==> config.mk <==
export PLATFORM = sky130hd
export DESIGN_NAME = qn_sqrt_cell
export DESIGN_NICKNAME = d
export VERILOG_FILES = /design/src/quaternion_nlerp_macros.svh /design/src/qn_pkg.sv /design/src/qn_sqrt_cell.sv
export SDC_FILE = /design/constraint.sdc
export NUM_CORES = 1
export LEC_CHECK = 0
export ABC_AREA = 1
export BUFFER_PORTS_ARGS = -buffer_cell sky130_fd_sc_hd__buf_2
export CAP_MARGIN = 5
export CELL_PAD_IN_SITES_DETAIL_PLACEMENT = 0
export CELL_PAD_IN_SITES_GLOBAL_PLACEMENT = 1
export CORE_UTILIZATION = 32
export CTS_CLUSTER_DIAMETER = 60
export CTS_CLUSTER_SIZE = 14
export DETAILED_ROUTE_END_ITERATION = 8
export PLACE_DENSITY_LB_ADDON = 0.15
export SKIP_CTS_REPAIR_TIMING = 1
export SYNTH_ARGS = -nofsm -noshare
export SYNTH_HDL_FRONTEND = slang
export SYNTH_SLANG_ARGS = --single-unit
export TNS_END_PERCENT = 10
==> constraint.sdc <==
create_clock -name i_clk -period 3.94 [get_ports i_clk]
set_input_delay 0.394 -clock i_clk [delete_from_list [all_inputs] [get_ports i_clk]]
set_output_delay 0.394 -clock i_clk [all_outputs]
set_load 0.03 [all_outputs]
==> src/quaternion_nlerp_macros.svh <==
// ----------------------------------------------------------------------------
// Quaternion NLERP assertion macros
// Shared concurrent assertion forms, clocked on i_clk and gated by reset.
// ----------------------------------------------------------------------------
`ifndef QUATERNION_NLERP_MACROS_SVH
`define QUATERNION_NLERP_MACROS_SVH

// Same-cycle implication.
`define QN_ASSERT_IMP(lbl, ante, cons, msg) \
    lbl: assert property (@(posedge i_clk) disable iff (!i_rst_n) (ante) |-> (cons)) \
        else $error(msg);

// Next-cycle implication.
`define QN_ASSERT_NXT(lbl, ante, cons, msg) \
    lbl: assert property (@(posedge i_clk) disable iff (!i_rst_n) (ante) |=> (cons)) \
        else $error(msg);

`endif

==> src/qn_pkg.sv <==
// ----------------------------------------------------------------------------
// Quaternion NLERP package
// Fixed-point widths and the stage records passed along the cell chains.
// ----------------------------------------------------------------------------
`default_nettype none

package qn_pkg;

    localparam int FRAC_BITS = 14;
    localparam int ONE       = 1 << FRAC_BITS;
    localparam int W_IN      = 16;
    localparam int W_BLEND   = 15;
    localparam int W_MAG     = 16;
    localparam int W_SUM     = 33;
    localparam int SQ_EXT    = 20;
    localparam int W_RAD     = 54;
    localparam int SQ_CELLS  = W_RAD / 2;
    localparam int W_ROOT    = SQ_CELLS;
    localparam int W_REM     = W_ROOT + 1;
    localparam int NUM_SHIFT = FRAC_BITS + SQ_EXT / 2;
    localparam int W_DIV     = W_ROOT + FRAC_BITS;
    localparam int DIV_CELLS = FRAC_BITS + 1;
    localparam int W_QUO     = DIV_CELLS;

    typedef struct packed {
        logic                       vld;
        logic [3:0]                 neg;
        logic [3:0][W_MAG-1:0]      mag;
        logic [W_SUM-1:0]           sum;
    } t_front;

    typedef struct packed {
        logic                       vld;
        logic [3:0]                 neg;
        logic [3:0][W_MAG-1:0]      mag;
        logic [W_RAD-1:0]           rad;
        logic [W_REM-1:0]           rem;
        logic [W_ROOT-1:0]          root;
    } t_sq;

    typedef struct packed {
        logic                       vld;
        logic                       degen;
        logic [3:0]                 neg;
        logic [W_DIV-1:0]           dsor;
        logic [3:0][W_DIV-1:0]      part;
        logic [3:0][W_QUO-1:0]      quo;
    } t_div;

endpackage

`default_nettype wire

==> src/qn_sqrt_cell.sv <==
// ----------------------------------------------------------------------------
// Quaternion NLERP square root cell
// One restoring square root digit: settles one bit of the root per cell.
// ----------------------------------------------------------------------------
`default_nettype none

module qn_sqrt_cell import qn_pkg::*; (
    input  logic   i_clk,
    input  logic   i_rst_n,
    input  logic   i_en,
    input  t_sq    i_sq,
    output t_sq    o_sq
);

    logic [W_REM+1:0] cur;
    logic [W_REM+1:0] trial;
    t_sq              n_sq;
    t_sq              r_sq;

    always_comb begin
        cur      = {i_sq.rem, i_sq.rad[W_RAD-1 -: 2]};
        trial    = {1'b0, i_sq.root, 2'b01};
        n_sq     = i_sq;
        n_sq.rad = {i_sq.rad[W_RAD-3:0], 2'b00};
        if (cur >= trial) begin
            n_sq.rem  = W_REM'(cur - trial);
            n_sq.root = {i_sq.root[W_ROOT-2:0], 1'b1};
        end else begin
            n_sq.rem  = cur[W_REM-1:0];
            n_sq.root = {i_sq.root[W_ROOT-2:0], 1'b0};
        end
    end

    always_ff @(posedge i_clk) begin
        if (!i_rst_n) begin
            r_sq.vld <= 1'b0;
        end else if (i_en) begin
            r_sq <= n_sq;
        end
    end

    assign o_sq = r_sq;

endmodule

`default_nettype wire

==> results.md <==
- Worst-margin pin slew: around 0.73 ns
- Clock power share: about 34%
- Pint: approximately 3400 uW
- Largest net degree at the start of global routing: 130
- Pre-antenna DRT Iters: 4
- Sw frac: a little under a third
- Wirelength, routed: ~26000 um
- Worst r2r dst: o_sq[177]
- Register bit total from synthesis: between 150 and 200
- Worst R2R Start: o_sq[177]
- Seq/Total Area, Yosys: between 60% and 70%
- Leakage power: around 0.0053 uW
- IR drop worst, VDD: ~0.00024 V
- Drc violations: 0
- Pwr per Cell Area: between 400 and 500 nW/um^2
- Clk buf depth: 2
- Antenna-violating nets left: 0
- Crit-path cells: buf_2, inv_1, ha_1, nand2_1, inv_1, nand2_1, nand2_1, inv_1, nand2_1, inv_1, nand2_1, nand2_1, nand3_2, nand3_1, nand2_1
- Final Hold Fails: 0
- Seq pwr share: between 40% and 50%
- Die area: approximately 26000 um^2
- Fin cells: ~1500
- Die height: around 160 um
- First-pass GRT wire length: between 30000 and 40000 um
- Comb power frac: between 10% and 20%
- Status: finished clean
- Placed Instances: roughly 1400
- Setup tns final: 0 ns
- Routability Congestion: between 0.8 and 0.9
- Maxcap violations: 0
- Max FO, Critical Path: 30
- CP Class: in2reg
- Commonest non-fill, non-tap cells in the layout: buf_2, nand2_1, edfxtp_1
- Cell Rows: 57
- IO Port Bufs: about 360
- Clock Sinks: 176
- WP data required: slightly above 4 ns
- Dpl cell area: 10300 um^2
- Max-slew violations: 0
- H-tree depth: 4
- Root Driver: clkbuf_16
- Avg Vias per Cell: 4.35
- Mapped Cells: approximately 750
- Finish-stage setup viols: 0
- Die width: 161 um
- Antenna violations before repair: 2
- Netlist cell types: 29
- Switching Power: approximately 1500 uW
- RSZ-0062 raised after global routing: no
- Final net count: roughly 1300
- CP endpoint: o_sq[54]
- IO Pins: about 360
- Clock Skews: 0 ns
- Crit path max-delay cell type: nand3_2
- Post-layout min period: 2.28 ns
- Fmax: 438 MHz
- Syn Area/Cell: approximately 11 um^2
- Register-to-register setup slack: 3.31 ns
- Cell Area, Synth: approximately 8000 um^2
- DR iter-0 viols: 340
- YS warnings: 0
- Largest stage delay, worst path: between 0.5 and 0.6 ns
- Routed WL per cell: roughly 18 um
- CTS tree: built
- Share of layout cells above drive strength 1: a little under two fifths
- DP HPWL: 20500 um
- Crit start category: input pin
- CTS clk-pin slew, worst paths: 0.08 ns
- Slew headroom: around 52%
- Final period utilization: around 58%
- Max FFs per register: 176
- DR vias: between 6000 and 7000
- Initial core utilization: ~33%
- GR Overflow Total: 0
- Worst EP arrival: about 2.5 ns
- GRT Util Overall: 20.0%
- Layout area overhead: 33.2%
- CP most frequent cell: nand2_1
- Vias in the first global route: around 6400
- Overall Power: about 4900 uW
- Worst hold-check path type: in2reg
- Crit path capture type: flop
- Commonest non-fill, non-tap cell in the layout: buf_2
- Worst setup path start: i_sq[10]
- TritonCTS buffer count: 17
- Clk_lat worst skew: between 0.4 and 0.5 ns
- Post-route cell area: ~11000 um^2
- Reg2Reg Depth: 2
- Core Region: roughly 25000 um^2
## metal layers
| metal | vias up | global-route usage, % | wire [um] |
|---|---|---|---|
| met5 | - | 0 | 8 |
| met4 | 2 | 5.27 | 357 |
| met3 | 23 | 3.54 | 1460 |
| met2 | 190 | 37.3 | 13800 |
| met1 | 2941 | 23.5 | 10400 |
| li1 | 3199 | - | - |
## final cells by class
type	instances	area, um^2
Tap cell	324	405
Antenna cell	3	7.51
Clock inverter	14	149
Multi-Input combinational cell	429	2230
Sequential cell	176	5280
Timing Repair Buffer	359	1820
Fill cell	2472	13800
Inverter	140	529
Clock buffer	17	425
## cells by family (layout without fill, tap and decap cells)
| logic type | after synthesis | count (layout) | share of synthesized area [%] |
|---|---|---|---|
| and+or+nand+nor | 368 | 368 | 20.4 |
| adders and majority gates | 29 | 29 | 4.46 |
| buffers and inverters | 150 | 530 | 7.80 |
| other | 1 | 5 | 0.0461 |
| DFF | 176 | 176 | 64.8 |
| AOI/OAI and AO/OA | 17 | 17 | 1.08 |
| xor gates and xnor gates | 13 | 13 | 1.40 |
## power by group through the flow
stage	sequential (uW)	clock, uW	combinational (uW)
after floorplan	2580	0	352
after global placement	2290	0	975
after detailed placement	2290	0	978
after CTS	2250	1740	981
after global routing	2260	1800	1050
final	2250	1690	964
## cell usage after synthesis
cell        n  area (um^2)
nand3_2    19          190
clkinv_1    2         7.51
xor2_1     12          105
edfxtp_1  175         5260
and2_0      1         6.26
ha_1       29          363
o21ai_0     2         10.0
dfxtp_1     1         20.0
buf_8       1         15.0
nand2_1   237          890
nor2_4      3         33.8
inv_1     138          518
nand3b_1    3         22.5
xnor2_1     1         8.76
nor2_1     32          120
nand2_2     4         25.0
nor3_1      2         10.0
and2_1      1         6.26
o21bai_1    1         7.51
nand4_1    11         68.8
o21ai_1     1         5.00
nor2_2      3         18.8
nand3_1    50          250
conb_1      1         3.75
and3_1      1         6.26
buf_4       2         15.0
buf_6       7         78.8
nand2_4     1         11.3
a21oi_1    13         65.1
## critical path, delay by kind of cell
family | cells | cell delay (ns)
simple gates | 9 | 1.37
buf+inv | 5 | 0.35
fa+ha+maj | 1 | 0.35
## worst min path at each step
stage	startpoint	endpoint	slack [ns]	cells past startpoint
4_1_cts	i_sq[134]	o_sq[134]	0.12	1
6_report	i_sq[74]	o_sq[76]	0.13	1
2_1_floorplan	i_en	o_sq[177]	0.49	1
5_1_grt	i_sq[68]	o_sq[70]	0.11	1
3_3_place_gp	o_sq[177]	o_sq[177]	0.52	2
3_5_place_dp	o_sq[177]	o_sq[177]	0.54	2
## per-stage QoR
stage          setup WS [ns]  hold WS (ns)  util (%)
2_1_floorplan          0.468         0.487         -
3_3_place_gp            1.11         0.524      41.7
3_5_place_dp            1.07         0.537      41.7
4_1_cts                 1.55         0.116      44.0
5_1_grt                 1.30         0.114      44.0
6_report                1.66         0.132      44.1
Power figures use the tool's default switching activity.
