<file path="config.mk">
export PLATFORM = sky130hd
export DESIGN_NAME = qn_div_cell
export DESIGN_NICKNAME = d
export VERILOG_FILES = /design/src/quaternion_nlerp_macros.svh /design/src/qn_pkg.sv /design/src/qn_div_cell.sv
export SDC_FILE = /design/constraint.sdc
export NUM_CORES = 1
export LEC_CHECK = 0
export BUFFER_PORTS_ARGS = -buffer_cell sky130_fd_sc_hd__buf_2
export CORE_AREA = 2 2 214 216
export CTS_CLUSTER_SIZE = 14
export DETAILED_ROUTE_END_ITERATION = 6
export DIE_AREA = 0 0 216 218
export GPL_TIMING_DRIVEN = 0
export PLACE_DENSITY = 0.69
export SETUP_SLACK_MARGIN = 0.5
export SYNTH_ARGS = -nofsm -noshare
export SYNTH_HDL_FRONTEND = slang
export SYNTH_SLANG_ARGS = --single-unit
</file>
<file path="constraint.sdc">
create_clock -name i_clk -period 20.7 [get_ports i_clk]
set_input_delay 0 -clock i_clk [delete_from_list [all_inputs] [get_ports i_clk]]
set_output_delay 0 -clock i_clk [all_outputs]
set_load 0.05 [all_outputs]
</file>
<file path="src/quaternion_nlerp_macros.svh">
// ----------------------------------------------------------------------------
// Quaternion NLERP assertion macros
// Shared concurrent assertion forms, clocked on i_clk and gated by reset.
// ----------------------------------------------------------------------------
`ifndef QUATERNION_NLERP_MACROS_SVH
`define QUATERNION_NLERP_MACROS_SVH

// Same-cycle implication.
`define QN_ASSERT_IMP(lbl, ante, cons, msg) \
    lbl: assert property (@(posedge i_clk) disable iff (!i_rst_n) (ante) |-> (cons)) \
        else $error(msg);

// Next-cycle implication.
`define QN_ASSERT_NXT(lbl, ante, cons, msg) \
    lbl: assert property (@(posedge i_clk) disable iff (!i_rst_n) (ante) |=> (cons)) \
        else $error(msg);

`endif

</file>
<file path="src/qn_pkg.sv">
// ----------------------------------------------------------------------------
// Quaternion NLERP package
// Fixed-point widths and the stage records passed along the cell chains.
// ----------------------------------------------------------------------------
`default_nettype none

package qn_pkg;

    localparam int FRAC_BITS = 14;
    localparam int ONE       = 1 << FRAC_BITS;
    localparam int W_IN      = 16;
    localparam int W_BLEND   = 15;
    localparam int W_MAG     = 16;
    localparam int W_SUM     = 33;
    localparam int SQ_EXT    = 20;
    localparam int W_RAD     = 54;
    localparam int SQ_CELLS  = W_RAD / 2;
    localparam int W_ROOT    = SQ_CELLS;
    localparam int W_REM     = W_ROOT + 1;
    localparam int NUM_SHIFT = FRAC_BITS + SQ_EXT / 2;
    localparam int W_DIV     = W_ROOT + FRAC_BITS;
    localparam int DIV_CELLS = FRAC_BITS + 1;
    localparam int W_QUO     = DIV_CELLS;

    typedef struct packed {
        logic                       vld;
        logic [3:0]                 neg;
        logic [3:0][W_MAG-1:0]      mag;
        logic [W_SUM-1:0]           sum;
    } t_front;

    typedef struct packed {
        logic                       vld;
        logic [3:0]                 neg;
        logic [3:0][W_MAG-1:0]      mag;
        logic [W_RAD-1:0]           rad;
        logic [W_REM-1:0]           rem;
        logic [W_ROOT-1:0]          root;
    } t_sq;

    typedef struct packed {
        logic                       vld;
        logic                       degen;
        logic [3:0]                 neg;
        logic [W_DIV-1:0]           dsor;
        logic [3:0][W_DIV-1:0]      part;
        logic [3:0][W_QUO-1:0]      quo;
    } t_div;

endpackage

`default_nettype wire

</file>
<file path="src/qn_div_cell.sv">
// ----------------------------------------------------------------------------
// Quaternion NLERP divider cell
// One restoring division step on all four components against the length.
// ----------------------------------------------------------------------------
`default_nettype none

module qn_div_cell import qn_pkg::*; (
    input  logic   i_clk,
    input  logic   i_rst_n,
    input  logic   i_en,
    input  t_div   i_dv,
    output t_div   o_dv
);

    t_div n_dv;
    t_div r_dv;

    always_comb begin
        n_dv      = i_dv;
        n_dv.dsor = i_dv.dsor >> 1;
        for (int i = 0; i < 4; i++) begin
            if (i_dv.part[i] >= i_dv.dsor) begin
                n_dv.part[i] = i_dv.part[i] - i_dv.dsor;
                n_dv.quo[i]  = {i_dv.quo[i][W_QUO-2:0], 1'b1};
            end else begin
                n_dv.quo[i]  = {i_dv.quo[i][W_QUO-2:0], 1'b0};
            end
        end
    end

    always_ff @(posedge i_clk) begin
        if (!i_rst_n) begin
            r_dv.vld <= 1'b0;
        end else if (i_en) begin
            r_dv <= n_dv;
        end
    end

    assign o_dv = r_dv;

endmodule

`default_nettype wire

</file>
==> metrics.md, run 1 <==
| Metric | Value |
|---|---|
| CTS buffer count | 31 |
| First-pass GRT wire length | 108 mm |
| Syn_nets | 2,377 |
| Hold Path Stages | 2 |
| H-tree Lvls | 1 |
| Top cells by area, synth | edfxtp_1 (42%), ha_1 (11%), a21oi_1 (5.3%) |
| Slew @ Worst Pin | between 1 and 1.5 ns |
| P&R area growth vs syn | 38.1% |
| Register bit count reported by yosys | 270 |
| Post-Syn Area | 19,100 um2 |
| Top-Level Pins | 545 |
| Num Clock Sinks | 270 |
| FF-to-FF End | o_dv[270] |
| Initial antenna violation count | 6 |
| Power, Total | 1.96 mW |
| First DRT Iteration DRCs | around 1,300 |
| Hold path endpoint | o_dv[38] |
| Pleak | roughly 12 nW |
| Dpl hpwl | 56.7 mm |
| Largest net degree at the start of global routing | 70 |
| Final Hold Fails | 0 |
| Most common cell after layout, fill and taps aside | buf_2 |
| Via/cell ratio | roughly 5.6 |
| Total Neg Setup Slack | 0 ns |
| Status | finished clean |
| Final setup viols | 0 |
| Final Non-Filler Cells | 3,413 |
| VDD IR max | between 60 and 70 uV |
| Post_cts resized | 0 |
| Final RePlAce weighted congestion | 0.924 |
| Final antenna-violating net count | 0 |
| CTS tree | done |
| Slew headroom | 19.0% |
| Fmax achieved | 211 MHz |
| Wire per inst | 21.7 um |
| Hold crit path type | in -> reg |
| Syn Inst Count | 1,935 |
| Seq/Total Area, Yosys | 42.3% |
| Fill count | 3,766 |
| DR top layer | met4 |
| Routed WL | 74.1 mm |
| Maxcap violations | 0 |
| Core area | 44,900 um2 |
| R2R setup slack | 19.50 ns |
| Crit start category | primary input |
| WL met2 | 36.1 mm |
| Die ar. | roughly 47,000 um2 |
| Cells after DPL | ~3,100 |
| RSZ-0062 raised after global routing | false |
| Post-synth top area share | 42.2% |
| Postcts setup bufs | 0 |
| Layout cells sized above 1 | about a quarter |
| Max Slew Vio Count | 0 |
| Cell accounting for the most synthesized area | edfxtp_1 |
| Crit path DAT | 5.08 ns |
| WL met1 | just under 30 mm |
| Gr usage total | roughly 30% |
| Clock-pin slew on the worst setup and hold paths | around 0.06 ns |
| Synth unique cells | slightly above 80 |
| Post-route setup slack | roughly 16 ns |
| Final worst path period share | 22.9% |
| Ys async rst share | 0% |
| HP Start | i_dv[37] |
| Syn Area/Cell | 9.89 um2 |
| Root Driver | clkbuf_16 |
| Commonest non-fill, non-tap cells in the layout | buf_2 (542), dlygate4sd3_1 (272), edfxtp_1 (269) |
| # rows | 78 |
| Required time worst endpoint | 21.03 ns |
| Layout Nets | 3,225 |
| Area taken by multi-input logic gates | 10,400 um2 |
| Sequential cell area | 8100 um2 |
| Largest register FFs | 270 |
| Final Cell Area | 26,400 um2 |
| Placed inst area | 22,700 um2 |
| WL met3 | 5.06 mm |
| Port Buffers | around 540 |
| Grt ovf | 0 |
| Initial Util | between 40 and 50% |
| Post-synth EDFFs | 269 |
| DRT Pass-1 Iters | 6 |
| Synth warn | 0 |
| CP Class | in -> reg |
| Critical path capture point type | flop |
| Routed via count | between 15,000 and 20,000 |
| PwrDens | 74.1 nW/um2 |
| Max Fanout on Critical Path | 10 |
| Vias in the first global route | 18,900 |
| DRC Markers | 0 |
| Skew-Pair Late Insertion Delay | 0.57 ns |
| Max Root-Sink Buffers | 3 |
| Tmin final | 4.75 ns |
| Most used flip-flop cell after synthesis | edfxtp_1 |
| Reg2Reg Depth | 3 |
| Reg2reg start | o_dv[270] |
| Worst Skew | 0 ns |
| Setup WS pre-CTS | 15.82 ns |
| Die Wd | 216 um |
| Die height | 218 um |
==> cell families after synthesis <==
family / Yosys count / synth area share [%]
DFF: 270 / 42.3
AOI/OAI and AO/OA: 631 / 20.4
buffers and inverters: 163 / 3.43
and+or+nand+nor: 507 / 12.3
xor gates and xnor gates: 137 / 6.27
adders and majority gates: 168 / 11.1
other: 1 / 0.0196
muxes: 58 / 4.08
==> per-layer routing <==
layer / global-route usage (%) / up-vias
met2: 53.0 / 908
met1: 35.8 / 9101
met4: 15.0 / 0
met5: 0 / -
met3: 4.34 / 186
li1: - / 8955
==> synth_stat cells (13+ instances only) <==
cell / instances
inv_1: 91
o31ai_1: 21
xnor2_1: 79
xor2_1: 58
a21oi_1: 203
nand2b_1: 22
and3_1: 15
a31oi_1: 22
o21a_1: 21
mux2_4: 36
a211oi_1: 14
nor2b_1: 26
edfxtp_1: 269
nand3_1: 38
nor2_1: 116
clkbuf_1: 62
nand2_1: 191
nor3_1: 24
ha_1: 164
a21o_1: 75
mux2_2: 13
o21bai_1: 15
o21ai_0: 169
nand4_1: 34
==> worst max-delay path by stage <==
stage	startpoint	endpoint	slack [ns]	cells after the start
after floorplan	i_en	o_dv[0]	13.96	1
after global placement	i_en	o_dv[67]	11.22	2
after detailed placement	i_dv[225]	o_dv[102]	15.82	14
after CTS	i_dv[225]	o_dv[102]	15.92	15
after global routing	i_dv[225]	o_dv[125]	15.59	16
final	i_dv[235]	o_dv[60]	15.95	16
==> stage by stage <==
stage	hold WS, ns	util (%)
floorplan	0.0989	-
global placement	0.176	50.3
detailed placement	0.178	50.6
CTS	0.0863	58.8
global route	0.120	58.9
finish	0.132	58.9
==> cell type report <==
type                       instances  area share [%]
multi-input combinational       1502            39.3
sequential                       270            30.6
timing repair buffer             815            20.9
clock buffer                      35            2.99
tap                              600            2.84
inverter                          91            1.29
buffer                            72            1.19
clock inverter                    21           0.753
antenna                            7          0.0663
==> timing repair <==
| item | 4_1_cts | 5_1_grt |
|---|---|---|
| hold buffers | 272 | 0 |
| endpoints found under the setup margin | 0 | 0 |
| endpoints found under the hold margin | 286 | 0 |
==> where the power goes <==
part	switching (mW)	internal, mW	leakage [nW]
Combinational	0.474	0.252	8.55
Sequential	0.0157	0.666	2.52
Clock	0.237	0.311	0.468
==> critical path, stage by stage <==
cell,delay [ns]
dlygate4sd3_1,0.57
buf_2,0.14
inv_1,0.17
ha_1,0.47
nand3_1,0.17
nor3_1,0.59
o31ai_1,0.17
o21a_1,0.26
o21a_1,0.26
o2111ai_1,0.32
a31oi_1,0.23
o311a_1,0.33
clkbuf_1,0.23
clkbuf_1,0.37
mux2i_1,0.20
dlygate4sd3_1,0.58
Note: power is estimated with default switching activity, not from simulation.
==> inputs of run 2 (changes only) <==
CORE_AREA = 2 2 213 215   (was 2 2 214 216)
DIE_AREA = 0 0 215 217   (was 0 0 216 218)
PLACE_DENSITY = 0.72   (was 0.69)
clock period = 4.3 ns   (was 20.7 ns; I/O delays follow)
==> run 2 against run 1 <==
Net effect: hold slack lost 0.11 ns; cell area about the same; register-to-register slack got worse by 16 ns; wire length fell by 0.95%; die area is 0.92% lower; flip-flop and latch count unchanged; first-iteration DRC count fell by 4.1%; combinational power increased to 4.8 times the previous value; highest routed layer is now met5; clock power rose to 4.9 times the previous value; final cell count decreased by 0.21%.
==> metrics.md, run 2 (synthesis results as in run 1) <==
| Metric | Value |
|---|---|
| Commonest non-fill, non-tap cells in the layout | buf_2 (542), edfxtp_1 (269), dlygate4sd3_1 (268) |
| DRC Markers | 0 (unchanged) |
| Dpl hpwl | 55.8 mm (-1.5%) |
| HP Start | i_dv[65] |
| Crit path DAT | 3.98 ns (-1.10 ns) |
| Cell family with most CP delay | compound AO/OA/AOI/OAI gates |
| Slew headroom | 34.3% (+15 points) |
| Reg2reg start | o_dv[270] |
| # rows | 78 (unchanged) |
| Maxcap violations | 0 (unchanged) |
| Critical path capture point type | flop |
| Largest net degree at the start of global routing | 74 (+5.7%) |
| First-pass GRT wire length | 109 mm (+0.16%) |
| Hold crit path type | in -> reg |
| Port Buffers | 539 (unchanged) |
| Total Neg Setup Slack | 0 ns (unchanged) |
| Die Wd | 215 um (-0.46%) |
| Cells after DPL | 3,077 (-0.032%) |
| Skew-Pair Late Insertion Delay | 0.58 ns (about the same) |
| Die height | 217 um (-0.46%) |
| Tmin final | 3.64 ns |
| RSZ-0062 raised after global routing | true |
| Max Fanout on Critical Path | 10 (unchanged) |
| Slew @ Worst Pin | 0.986 ns (-0.216 ns) |
| Required time worst endpoint | 4.64 ns (-16.39 ns) |
| Num Clock Sinks | 270 (unchanged) |
| Reg2Reg Depth | 3 (unchanged) |
| Via/cell ratio | 5.61 (about the same) |
| Layout Nets | 3,218 (-0.22%) |
| Wire per inst | 21.6 um (-0.75%) |
| Routed WL | 73.4 mm (-0.95%) |
| Sequential cell area | 8100 um2 (unchanged) |
| Vias in the first global route | 18,700 (-0.57%) |
| Final worst path period share | between 80% and 90% |
| Fill count | 3,709 (-1.5%) |
| Max Slew Vio Count | 0 (unchanged) |
| Power, Total | 9.46 mW (+380%) |
| Gr usage total | 30.1% (+0.049 points) |
| Worst Skew | 0 ns (unchanged) |
| Routed via count | 19,100 (-0.21%) |
| Root Driver | clkbuf_16 |
| Post-route setup slack | 0.655 ns (-15.30 ns) |
| Final antenna-violating net count | 0 (unchanged) |
| CTS buffer count | 29 (-6.5%) |
| Max Root-Sink Buffers | 3 (unchanged) |
| Setup WS pre-CTS | -0.532 ns (-16.35 ns) |
| Area taken by multi-input logic gates | 10,400 um2 (+0.54%) |
| Grt ovf | 0 (unchanged) |
| Pleak | 11.6 nW (+0.38%) |
| Final Non-Filler Cells | 3,406 (-0.21%) |
| Initial antenna violation count | 13 (+7) |
| Initial Util | 42.8% (+0.19 points) |
| CP max stage cell | dlygate4sd3_1 |
| DRT Pass-1 Iters | 5 (-1) |
| Top-Level Pins | 545 (unchanged) |
| Cell repeated most along the worst path | o21a_1 |
| Status | finished clean |
| Crit path launch | i_dv[62] |
| Crit-path cells | dlygate4sd3_1 > buf_2 > ha_1 > o21ai_0 > a21oi_1 > o31ai_1 > o21a_1 > o21a_1 > o2111ai_1 > a31oi_1 > o311a_1 > clkbuf_1 > clkbuf_2 > inv_1 > a41o_1 |
| CTS tree | done |
| Clock-pin slew on the worst setup and hold paths | 0.06 ns (about the same) |
| VDD IR max | 301 uV (+380%) |
| P&R area growth vs syn | 38.2% (about the same) |
| PwrDens | 358 nW/um2 (+380%) |
| Largest register FFs | 270 (unchanged) |
| First DRT Iteration DRCs | 1,275 (-4.1%) |
| Fmax achieved | 274 MHz |
| Core area | 44,700 um2 (-0.43%) |
| Buffer and inverter count on the worst path | 5 (-1) |
| Final setup viols | 0 (unchanged) |
| Crit start category | primary input |
| FF-to-FF End | o_dv[270] |
| H-tree Lvls | 1 (unchanged) |
| CP Class | in -> reg |
| Final RePlAce weighted congestion | 0.949 (+2.7%) |
| Hold Path Stages | 4 (+2) |
| Final Hold Fails | 0 (unchanged) |
| Post-layout util | 59.2% (+0.29 points) |
| CP max stage delay | 0.54 ns (-0.05 ns) |
| Most common cell after layout, fill and taps aside | buf_2 |
| Hold path endpoint | o_dv[65] |
| R2R setup slack | 3.14 ns (-16.36 ns) |
| Die ar. | 46,700 um2 (-0.92%) |
| Layout cells sized above 1 | 24.3% (+0.60 points) |
run 2: changes by cell type in the layout (fill, tap and decap cells not counted), moves of 4 or more:
| cell | delta |
|---|---|
| clkbuf_1 | -8 |
| clkbuf_2 | +6 |
| clkbuf_8 | +4 |
| clkinv_1 | -6 |
| clkinv_2 | +4 |
| dlygate4sd3_1 | -4 |
run 2: per-stage QoR:
step           instance area (um2)  hold WS (ns)
6_report                     26400        0.0261
2_1_floorplan                19100        0.0989
4_1_cts                      26400        -0.248
3_5_place_dp                 22700         0.178
3_3_place_gp                 22600         0.176
5_1_grt                      26400        0.0657
run 2: worst max-delay path by stage:
stage | end | depth (start not counted)
after floorplan | o_dv[0] | 1
after global placement | o_dv[65] | 2
after detailed placement | o_dv[128] | 15
after CTS | o_dv[92] | 15
after global routing | o_dv[92] | 15
final | o_dv[92] | 15
run 2: routing by layer:
metal / wire (um) / up-vias / part of all wire [%] / GRT usage [%]
li1: - / 8926 / - / -
met1: 29600 / 9130 / 40 / 37.3
met2: 35400 / 879 / 48 / 52.1
met3: 5060 / 164 / 6.9 / 4.42
met4: 3360 / 10 / 4.6 / 13.6
met5: 64 / - / 0.087 / 0
run 2: worst reg2reg max path: stages, from the launching register on:
cell	delay (ns)
dfxtp_1	0.31
mux2i_1	0.12
nor2b_1	0.07
dlygate4sd3_1	0.55
run 2: cell type report:
cell class	instances	share of cell area, %
Tap cell	600	2.84
Sequential cell	270	30.6
Clock buffer	36	3.00
Antenna cell	7	0.0662
Timing Repair Buffer	810	20.7
Buffer	72	1.23
Clock inverter	18	0.800
Multi-Input combinational cell	1502	39.5
Inverter	91	1.29
run 2: power breakdown:
part / internal [mW] / leakage (nW) / switching, mW
registers: 3.21 / 2.52 / 0.0775
logic: 1.21 / 8.57 / 2.28
clock network: 1.55 / 0.491 / 1.13
run 2: repair_timing:
item | CTS | global route
gates resized for setup | 3 | 19
pin swaps | 0 | 0
cloned | 0 | 0
setup buffers | 0 | 0
hold buffers | 267 | 1
endpoints found under the hold margin | 266 | 1
endpoints found under the setup margin | 22 | 73
==> inputs of run 3 (changes only) <==
CORE_AREA = 2 2 209 211   (was 2 2 213 215)
DIE_AREA = 0 0 211 213   (was 0 0 215 217)
PLACE_DENSITY = 0.71   (was 0.72)
clock period = 3.5 ns   (was 4.3 ns; I/O delays follow)
==> run 3 against run 2 <==
Net effect: the run now ends with negative hold slack left; via count increased by 1.4%; global-route usage up 1.7 points; final cell count down 0.70%; combinational power rose by 27%; register-to-register slack got worse by 0.79 ns; cell area increased by 2.1%; core utilization is 4.1 points higher; hold slack worse by 0.22 ns; flip-flop and latch count unchanged; clock power increased by 22%; largest power group unchanged.
==> metrics.md, run 3 (synthesis results as in run 1) <==
| Metric | Value |
|---|---|
| Status | complete, but fails checks |
| Violations in the final reports | negative hold slack |
| Buffer and inverter count on the worst path | 4 (-1) |
| Clock-pin slew on the worst setup and hold paths | 0.06 ns (about the same) |
| Max Fanout on Critical Path | 10 (unchanged) |
| Most common cell after layout, fill and taps aside | buf_2 |
| Commonest non-fill, non-tap cells in the layout | buf_2 (538), dlygate4sd3_1 (269), edfxtp_1 (269) |
| WHS | -0.198 ns (-0.224 ns) |
| VDD IR max | 443 uV (+47%) |
| Power, Total | 11.7 mW (+24%) |
| Clock share of power | 27.8% (-0.5 points) |
| Combinational power share | 37.8% (+0.8 points) |
| Cell family with most CP delay | buffers and inverters |
| Die ar. | 44,900 um2 (-3.7%) |
| Largest register FFs | 270 (unchanged) |
| Hold Path Stages | 3 (-1) |
| Dpl hpwl | 56.5 mm (+1.3%) |
| First DRT Iteration DRCs | 1,415 (+11%) |
| Maxcap violations | 0 (unchanged) |
| Routed via count | 19,400 (+1.4%) |
| Via/cell ratio | 5.73 (+2.1%) |
| CP max stage delay | 0.59 ns (+0.05 ns) |
| CP Class | in -> reg |
| Initial Util | 44.8% (+2.0 points) |
| Initial antenna violation count | 18 (+5) |
| P&R area growth vs syn | 41.1% |
| Gr usage total | 31.8% (+1.7 points) |
| FF-to-FF End | o_dv[270] |
| Top-Level Pins | 545 (unchanged) |
| Slew headroom | 50.7% (+16 points) |
| Reg2Reg Depth | 3 (unchanged) |
| Sequential power share | 34.4% (-0.3 points) |
| RSZ-0062 raised after global routing | true |
| # rows | 76 (-2.6%) |
| Port Buffers | 539 (unchanged) |
| First-pass GRT wire length | 109 mm (+0.44%) |
| Max Slew Vio Count | 0 (unchanged) |
| CTS tree | done |
| Final setup viols | 0 (unchanged) |
| PwrDens | 435 nW/um2 (+21%) |
| Max Root-Sink Buffers | 3 (unchanged) |
| Reg2reg start | o_dv[270] |
| Tmin final | 3.00 ns |
| Fmax achieved | between 300 and 400 MHz |
| Final Hold Fails | 3 (+3) |
| Pleak | 11.8 nW (+1.7%) |
| Required time worst endpoint | 3.82 ns (-0.82 ns) |
| Layout cells sized above 1 | 27.5% (+3.2 points) |
| H-tree Lvls | 1 (unchanged) |
| Pint | 7.37 mW (+23%) |
| Die Wd | 211 um (-1.9%) |
| Skew-Pair Late Insertion Delay | 0.58 ns (about the same) |
| Final RePlAce weighted congestion | 0.932 (-1.9%) |
| Crit-path cells | dlygate4sd3_1 > buf_2 > ha_1 > nand4_1 > nor3_1 > a311oi_4 > o41ai_4 > buf_4 > clkbuf_4 > mux2_2 |
| Fill count | 3,358 (-9.5%) |
| Psw | 4.36 mW (+25%) |
| Largest net degree at the start of global routing | 77 (+4.1%) |
| R2R setup slack | 2.35 ns (-0.79 ns) |
| Slew @ Worst Pin | 0.733 ns (-0.253 ns) |
| Crit path DAT | 3.32 ns (-0.66 ns) |
| CP max stage cell | nor3_1 |
| Num Clock Sinks | 270 (unchanged) |
| DRT Pass-1 Iters | 7 (+2) |
| Wire per inst | 22.3 um (+3.5%) |
| Hold path endpoint | o_dv[142] |
| Core area | 42,700 um2 (-4.5%) |
| CTS buffer count | 31 (+6.9%) |
| Post-layout util | 63.3% (+4.1 points) |
| Final antenna-violating net count | 0 (unchanged) |
| DRC Markers | 0 (unchanged) |
| HP Start | i_dv[142] |
| Grt ovf | 0 (unchanged) |
| Routed WL | 75.5 mm (+2.8%) |
| Layout Nets | 3,243 (+0.78%) |
| Vias in the first global route | 19,000 (+1.3%) |
| Critical path capture point type | flop |
| Final worst path period share | 85.7% |
| Crit start category | primary input |
| Root Driver | clkbuf_16 |
| Sw frac | 37.2% (+0.32 points) |
| Hold crit path type | in -> reg |
| Die height | 213 um (-1.8%) |
| Worst Skew | 0 ns (unchanged) |
run 3: what timing repair did:
| action | 4_1_cts | 5_1_grt |
|---|---|---|
| hold buffers | 263 | 6 |
| resized for setup | 42 | 99 |
| endpoints found under the hold margin | 285 | 6 |
| setup endpoints to repair | 166 | 161 |
| buffers inserted | 6 | 15 |
| pin swaps | 4 | 10 |
run 3: worst register-to-register path, delay by kind of cell (launching register included):
family / cells / cell delay (ns)
buffers and inverters: 1 / 0.55
flip-flops: 1 / 0.32
multiplexers: 1 / 0.12
AND/OR/NAND/NOR: 1 / 0.06
run 3: stage by stage:
| stage | cell area [um2] | instances | setup TNS, ns | hold WS, ns | setup WS, ns |
|---|---|---|---|---|---|
| 6_report | 27000 | 3382 | 0 | -0.198 | 0.500 |
| 5_1_grt | 27000 | 3378 | 0 | -0.198 | 0.442 |
| 3_5_place_dp | 22700 | 3024 | -96.61 | 0.178 | -1.22 |
| 4_1_cts | 26500 | 3348 | 0 | -0.283 | 0.501 |
| 3_3_place_gp | 22600 | 3020 | -100.70 | 0.176 | -1.21 |
| 2_1_floorplan | 19200 | 1935 | 0 | 0.0989 | 0.503 |
run 3: worst max-delay path by stage:
stage	from	end	slack [ns]	cells after the start
detailed placement	i_dv[225]	o_dv[102]	-1.22	14
global placement	i_dv[225]	o_dv[102]	-1.21	14
floorplan	i_dv[227]	o_dv[186]	0.50	13
CTS	i_dv[126]	o_dv[131]	0.50	13
finish	i_dv[169]	o_dv[165]	0.50	10
global route	i_dv[233]	o_dv[219]	0.44	12
run 3: routing by layer:
layer | track usage [%] | up-vias | part of all wire, %
met2 | 54.6 | 893 | 48
met5 | 0 | - | 0.057
met3 | 5.25 | 188 | 7.3
met1 | 38.3 | 9299 | 39
li1 | - | 8989 | -
met4 | 17.2 | 8 | 5.8
run 3: final cells by class:
type                       count  area [um2]  share of cell area (%)
tap                          546         683                    2.53
sequential                   270        8100                    30.0
clock inverter                21         206                   0.764
antenna                       13        32.5                   0.120
clock buffer                  34         787                    2.91
multi-input combinational   1502       10700                    39.7
inverter                      91         364                    1.35
timing repair buffer         833        5690                    21.1
buffer                        72         413                    1.53
run 3: power groups by stage:
stage                     Sequential (mW)  Combinational, mW  Clock, mW
after global routing                 4.05               4.73       3.42
after CTS                            4.03               4.26       3.29
final                                4.04               4.44       3.26
after detailed placement             4.09               3.95          0
after global placement               4.10               3.91          0
after floorplan                      5.06               1.91          0
